**src/design/vmd_pkg.sv**
```systemverilog
package vmd_pkg;

    // Fixed system constants
    localparam int SAMPLE_RATE     = 48000;
    localparam int RING_DEPTH      = 512;
    localparam int SINE_TABLE_SIZE = 1024;

    // Field and register widths
    localparam int SAMPLE_W  = 24;
    localparam int RATE_W    = 4;
    localparam int WIDTH_W   = 9;
    localparam int CNT_W     = 16;
    localparam int CFG_W     = 9;
    localparam int CFG_IDX_W = 1;

    localparam int ADDR_W  = $clog2(RING_DEPTH);
    localparam int LEN_W   = $clog2(RING_DEPTH + 1);
    localparam int PHASE_W = RATE_W + CNT_W;

    // Constant dividers done as round-up reciprocal multiplies, exact for
    // any dividend below 2**P*_W.
    localparam int TURN_SCALE = 65536;
    localparam int P1_W  = $clog2(SAMPLE_RATE * SINE_TABLE_SIZE);
    localparam int K1    = P1_W + $clog2(SAMPLE_RATE);
    localparam int IDX_W = $clog2(SINE_TABLE_SIZE);
    localparam int P2_W  = $clog2(SINE_TABLE_SIZE * TURN_SCALE);
    localparam int K2    = P2_W + $clog2(SINE_TABLE_SIZE);

    localparam int MUL_W  = 33;
    localparam int PROD_W = 2 * MUL_W;
    localparam int ACC_W  = 36;
    localparam int POW_W  = 17;
    localparam int LFO_W  = 16;
    localparam int FRAC_W = 8;

    localparam logic [MUL_W-1:0] RECIP1 =
        MUL_W'(((64'd1 << K1) + 64'(SAMPLE_RATE) - 64'd1) / 64'(SAMPLE_RATE));
    localparam logic [MUL_W-1:0] RECIP2 =
        MUL_W'(((64'd1 << K2) + 64'(SINE_TABLE_SIZE) - 64'd1) / 64'(SINE_TABLE_SIZE));

    // Odd polynomial for a quarter sine, Q16
    localparam int SIN_C1     = 102919;
    localparam int SIN_C3     = 42109;
    localparam int SIN_C5     = 4746;
    localparam int Q16_ONE    = 65536;
    localparam int QUARTER    = 16384;
    localparam int INTERP_ONE = 256;
    localparam int ROUND_HALF = 128;

    // Reset values of the registers
    localparam int RESET_RATE  = 5;
    localparam int RESET_WIDTH = 96;
    localparam int RESET_LEN   = (RESET_WIDTH + 2 > RING_DEPTH) ? RING_DEPTH
                                                                : RESET_WIDTH + 2;

    typedef enum logic [CFG_IDX_W-1:0] {
        REG_LFO_RATE = 1'b0,
        REG_WIDTH    = 1'b1
    } cfg_reg_t;

    typedef enum logic [4:0] {
        ST_NONE,
        ST_PHASE,
        ST_SCALE,
        ST_RECIP1,
        ST_TURN,
        ST_RECIP2,
        ST_SQUARE,
        ST_CUBE,
        ST_FIFTH,
        ST_TERM1,
        ST_TERM3,
        ST_TERM5,
        ST_LFO,
        ST_DELAY,
        ST_ADDR,
        ST_READ0,
        ST_READ1,
        ST_MIX1,
        ST_MIX0
    } step_t;

    typedef struct packed {
        step_t step;
        logic  take_in;
        logic  finish;
    } cmd_t;

endpackage

```
**src/design/vmd_ctrl.sv**
```systemverilog
module vmd_ctrl (
    input  logic          clk,
    input  logic          rst_n,
    input  logic          s_tvalid,
    output logic          s_tready,
    output logic          m_tvalid,
    input  logic          m_tready,
    output vmd_pkg::cmd_t cmd
);

    typedef enum logic [1:0] {
        S_IDLE,
        S_RUN,
        S_DONE
    } state_t;

    state_t         state_reg, state_next;
    vmd_pkg::step_t step_reg, step_next;
    logic           out_valid_reg, out_valid_next;
    logic           take;
    logic           finish;

    function automatic vmd_pkg::step_t following(vmd_pkg::step_t s);
        vmd_pkg::step_t n;
        case (s)
            vmd_pkg::ST_PHASE:  n = vmd_pkg::ST_SCALE;
            vmd_pkg::ST_SCALE:  n = vmd_pkg::ST_RECIP1;
            vmd_pkg::ST_RECIP1: n = vmd_pkg::ST_TURN;
            vmd_pkg::ST_TURN:   n = vmd_pkg::ST_RECIP2;
            vmd_pkg::ST_RECIP2: n = vmd_pkg::ST_SQUARE;
            vmd_pkg::ST_SQUARE: n = vmd_pkg::ST_CUBE;
            vmd_pkg::ST_CUBE:   n = vmd_pkg::ST_FIFTH;
            vmd_pkg::ST_FIFTH:  n = vmd_pkg::ST_TERM1;
            vmd_pkg::ST_TERM1:  n = vmd_pkg::ST_TERM3;
            vmd_pkg::ST_TERM3:  n = vmd_pkg::ST_TERM5;
            vmd_pkg::ST_TERM5:  n = vmd_pkg::ST_LFO;
            vmd_pkg::ST_LFO:    n = vmd_pkg::ST_DELAY;
            vmd_pkg::ST_DELAY:  n = vmd_pkg::ST_ADDR;
            vmd_pkg::ST_ADDR:   n = vmd_pkg::ST_READ0;
            vmd_pkg::ST_READ0:  n = vmd_pkg::ST_READ1;
            vmd_pkg::ST_READ1:  n = vmd_pkg::ST_MIX1;
            vmd_pkg::ST_MIX1:   n = vmd_pkg::ST_MIX0;
            default:            n = vmd_pkg::ST_NONE;
        endcase
        return n;
    endfunction

    assign s_tready = (state_reg == S_IDLE);
    assign take     = s_tvalid && s_tready;
    // result register must be empty or draining this cycle
    assign finish   = (state_reg == S_DONE) && (!out_valid_reg || m_tready);
    assign m_tvalid = out_valid_reg;

    always_comb
    begin
        state_next     = state_reg;
        step_next      = step_reg;
        out_valid_next = out_valid_reg;
        if (m_tready)
        begin
            out_valid_next = 1'b0;
        end
        case (state_reg)
            S_IDLE:
            begin
                if (take)
                begin
                    state_next = S_RUN;
                    step_next  = vmd_pkg::ST_PHASE;
                end
            end
            S_RUN:
            begin
                step_next = following(step_reg);
                if (step_reg == vmd_pkg::ST_MIX0)
                begin
                    state_next = S_DONE;
                end
            end
            S_DONE:
            begin
                if (finish)
                begin
                    state_next     = S_IDLE;
                    out_valid_next = 1'b1;
                end
            end
            default:
            begin
                state_next = S_IDLE;
            end
        endcase
    end

    always_ff @(posedge clk or negedge rst_n)
    begin
        if (!rst_n)
        begin
            state_reg     <= S_IDLE;
            step_reg      <= vmd_pkg::ST_NONE;
            out_valid_reg <= 1'b0;
        end
        else
        begin
            state_reg     <= state_next;
            step_reg      <= step_next;
            out_valid_reg <= out_valid_next;
        end
    end

    always_comb
    begin
        cmd.step    = (state_reg == S_RUN) ? step_reg : vmd_pkg::ST_NONE;
        cmd.take_in = take;
        cmd.finish  = finish;
    end

endmodule

```
**config.mk**
```make
export PLATFORM = sky130hd
export DESIGN_NAME = vmd_ctrl
export DESIGN_NICKNAME = d
export VERILOG_FILES = /design/src/design/vmd_pkg.sv /design/src/design/vmd_ctrl.sv
export SDC_FILE = /design/constraint.sdc
export NUM_CORES = 1
export LEC_CHECK = 0
export ABC_AREA = 1
export BUFFER_PORTS_ARGS = -buffer_cell sky130_fd_sc_hd__buf_2
export CORE_AREA = 3 3 40 42
export CTS_BUF_LIST = sky130_fd_sc_hd__clkbuf_4 sky130_fd_sc_hd__clkbuf_8
export DETAILED_ROUTE_END_ITERATION = 16
export DIE_AREA = 0 0 43 45
export PLACE_DENSITY = 0.65
export SLEW_MARGIN = 40
export SYNTH_ARGS = -nofsm -noshare
export SYNTH_HDL_FRONTEND = slang
export SYNTH_SLANG_ARGS = --single-unit
```
**constraint.sdc**
```tcl
create_clock -name clk -period 2.12 [get_ports clk]
set_input_delay 0.318 -clock clk [delete_from_list [all_inputs] [get_ports clk]]
set_output_delay 0.318 -clock clk [all_outputs]
set_load 0.05 [all_outputs]
```
==> metrics.md <==
| Metric | Value |
|---|---|
| Final WL | `between 1 and 1.5 mm` |
| Syn_nets | `approximately 90` |
| Hold Path End | `m_tvalid` |
| Fraction of layout cells with a size suffix above 1 | `24.73%` |
| Cts bufs inserted | `3` |
| Avg Cell Area, Syn | `a little over 7 um2` |
| Cell Area, Synth | `568.0 um2` |
| Yosys warnings | `0` |
| Tmin final | `about 1.6 ns` |
| GRT Overall Usage | `13.91%` |
| Detail Route Antenna Nets | `0` |
| CP Depth | `4` |
| WP buf/inv | `2` |
| Final Cell Area | `664.4 um2` |
| Startpoint Class | `flop` |
| Crit path max-delay cell type | `dfrtp_1` |
| Worst hold-check path type | `input pin to flop` |
| CP peak stage delay | `0.44 ns` |
| HP Start | `m_tready` |
| Hold_ws | `about 0.36 ns` |
| Area grow syn2layout | `16.96%` |
| Initial DRC Count | `10` |
| Hold path depth | `3` |
| Cell area after placement | `631.9 um2` |
| Critical path class | `flop to output pin` |
| Most common cell after layout, fill and taps aside | `nand2_1` |
| Cell Int Power | `0.2209 mW` |
| WP data required | `roughly 1.8 ns` |
| Number of global-route vias before repair | `439` |
| Max IR drop VDD | `335.2 uV` |
| Layout Skew | `0.004220 ns` |
| RSZ-0062 raised after global routing | `no` |
| Comb pwr share | `approximately 2.9%` |
| Arrival time worst endpoint | `1.31 ns` |
| Ratio of final minimum period to clock period | `around three quarters` |
| Final Hold Viols | `0` |
| Clock Pin Slew Worst Setup and Hold Paths | `about 0.06 ns` |
| Max-Cap Viols | `0` |
| # fillers | `132` |
| F_max | `614.7 MHz` |
| Clock Power Share | `42.0%` |
| Pwr dens | `417.3 mW/mm2` |
| Cells after DPL | `104` |
| IO Count | `13` |
| DIE WIDTH | `43 um` |
| Sequential cell area | `200.2 um2` |
| NumNets Final | `104` |
| Reg2reg setup slack | `between 0.9 and 1 ns` |
| ANT cells | `0` |
| Largest register FFs | `5` |
| Post-synth cell types | `18` |
| Outcome | `finished clean` |
| Net Sw Frac | `20.32%` |
| CP Cell Sequence | `nor2_1 -> inv_1 -> nor2_1 -> buf_2` |
| Register area share after synthesis | `35.24%` |
| Reg2reg start | `step_reg[0]` |
| Critical Path End Type | `output pin` |
| Max FO, Critical Path | `4` |
| Core area | `0.001285 mm2` |
| Clock tree sinks | `8` |
| Initial Utilization | `44.21%` |
| Vias/cell | `4.676` |
| Post-Syn Instances | `roughly 80` |
| P_sw | `0.05632 mW` |
| PostCTS Resize Cnt | `0` |
| R2r endpoint | `state_reg[0]` |
| Final Non-Filler Cells | `108` |
| Final GP Congestion | `0.8106` |
| Most used cell, CP | `nor2_1` |
| Fin Setup TNS | `0 ns` |
| Final Setup Violations | `0` |
| Leak | `0.4030 nW` |
| # rows | `13` |
| Avg WL per Cell | `about 11 um` |
| Kind of cell adding the most delay to the critical path | `flip-flops` |
| Critical path launch point | `state_reg[0]` |
| DRT Pass-1 Iters | `4` |
| Setup Buffers After CTS | `0` |
| Initial antenna violation count | `0` |
| Vias | `between 500 and 600` |
| Root Driver | `clkbuf_4` |
| CTS Hold Buffers Added | `1` |
| Pwr Total | `0.2772 mW` |
| First-pass GRT wire length | `1.952 mm` |
| Multi-input logic area | `304.0 um2` |
| CTS H-tree lvls | `1` |
| Die area | `0.001935 mm2` |
| Slew Limit Headroom | `80.89%` |
| DRC | `0` |
| Deepest clock path buffer count | `2` |
| Grt total ovfl | `0` |
| Worst r2r path cells | `5` |
| Seq cells post-synth | `8` |
| Most frequent cells in the layout | `nand2_1, nor2_1, buf_2` |
| Worst skew pair latency | `about 0.25 ns` |
| Tightest Pin Transition | `around 0.29 ns` |
| Die Y | `45 um` |
| Largest net degree at the start of global routing | `9` |
| Sequential share of power | `55.1%` |
| Max-slew violation count | `0` |
| IO buf count | `12` |
| CTS tree | `done` |
| DP HPWL | `895.5 um` |
==> worst max-delay path by stage <==
stage / endpoint / slack (ns)
floorplan: cmd[1] / 0.21
global placement: cmd[1] / 0.82
detailed placement: cmd[1] / 0.76
CTS: cmd[1] / 0.47
global route: cmd[1] / 0.39
finish: cmd[1] / 0.49
==> layout make-up <==
cell class	count	share of cell area, %
multi-input combinational	56	45.76
sequential	8	30.13
timing repair buffer	13	10.55
inverter	13	7.345
clock buffer	3	3.390
tap	15	2.825
==> tightest hold or removal path: stages <==
cell	delay, ns
buf_2	0.07
or2_1	0.12
nand2_1	0.06
==> kinds of logic after synthesis <==
group,share of synthesized area (%)
flip-flops,35.24
buffers and inverters,11.23
AND/OR/NAND/NOR,35.02
AO/OA/AOI/OAI,7.487
adder cells (fa/ha/maj),11.01
==> synth_stat cells <==
| cell type | instances | share of area (%) |
|---|---|---|
| a21oi_1 | 1 | 0.88 |
| a21oi_2 | 1 | 1.5 |
| buf_4 | 2 | 2.6 |
| dfrtp_1 | 8 | 35 |
| ha_1 | 5 | 11 |
| inv_1 | 11 | 7.3 |
| inv_2 | 2 | 1.3 |
| nand2_1 | 20 | 13 |
| nand2_4 | 1 | 2.0 |
| nand3_1 | 6 | 5.3 |
| nand3b_1 | 1 | 1.3 |
| nor2_1 | 12 | 7.9 |
| nor2_2 | 2 | 2.2 |
| nor2_4 | 1 | 2.0 |
| o21ai_0 | 1 | 0.88 |
| o21ai_1 | 3 | 2.6 |
| o21ai_2 | 1 | 1.5 |
| or2_1 | 1 | 1.1 |
==> metal layers <==
metal  vias to the layer above  part of all wire (%)  global-route usage (%)  wire, um
met3                         2                   4.7                   4.781        53
li1                        268                     -                       -         -
met5                         -                     0                       0         0
met2                        11                    43                   21.26       488
met1                       224                    51                   18.18       581
met4                         0                  0.88                   5.422        10
==> power groups by stage <==
stage / Sequential [mW] / Clock, mW / Combinational, mW
finish: 0.153 / 0.116 / 0.00804
global route: 0.153 / 0.126 / 0.00941
CTS: 0.153 / 0.123 / 0.00841
detailed placement: 0.155 / 0 / 0.00700
global placement: 0.155 / 0 / 0.00681
floorplan: 0.156 / 0 / 0.000729
==> per-stage QoR <==
step	setup slack [ns]	util (%)
after floorplan	0.2058	-
after global placement	0.8216	49.17
after detailed placement	0.7567	49.17
after CTS	0.4725	51.70
after global routing	0.3946	51.70
final	0.4933	51.70
Power figures use the tool's default switching activity.
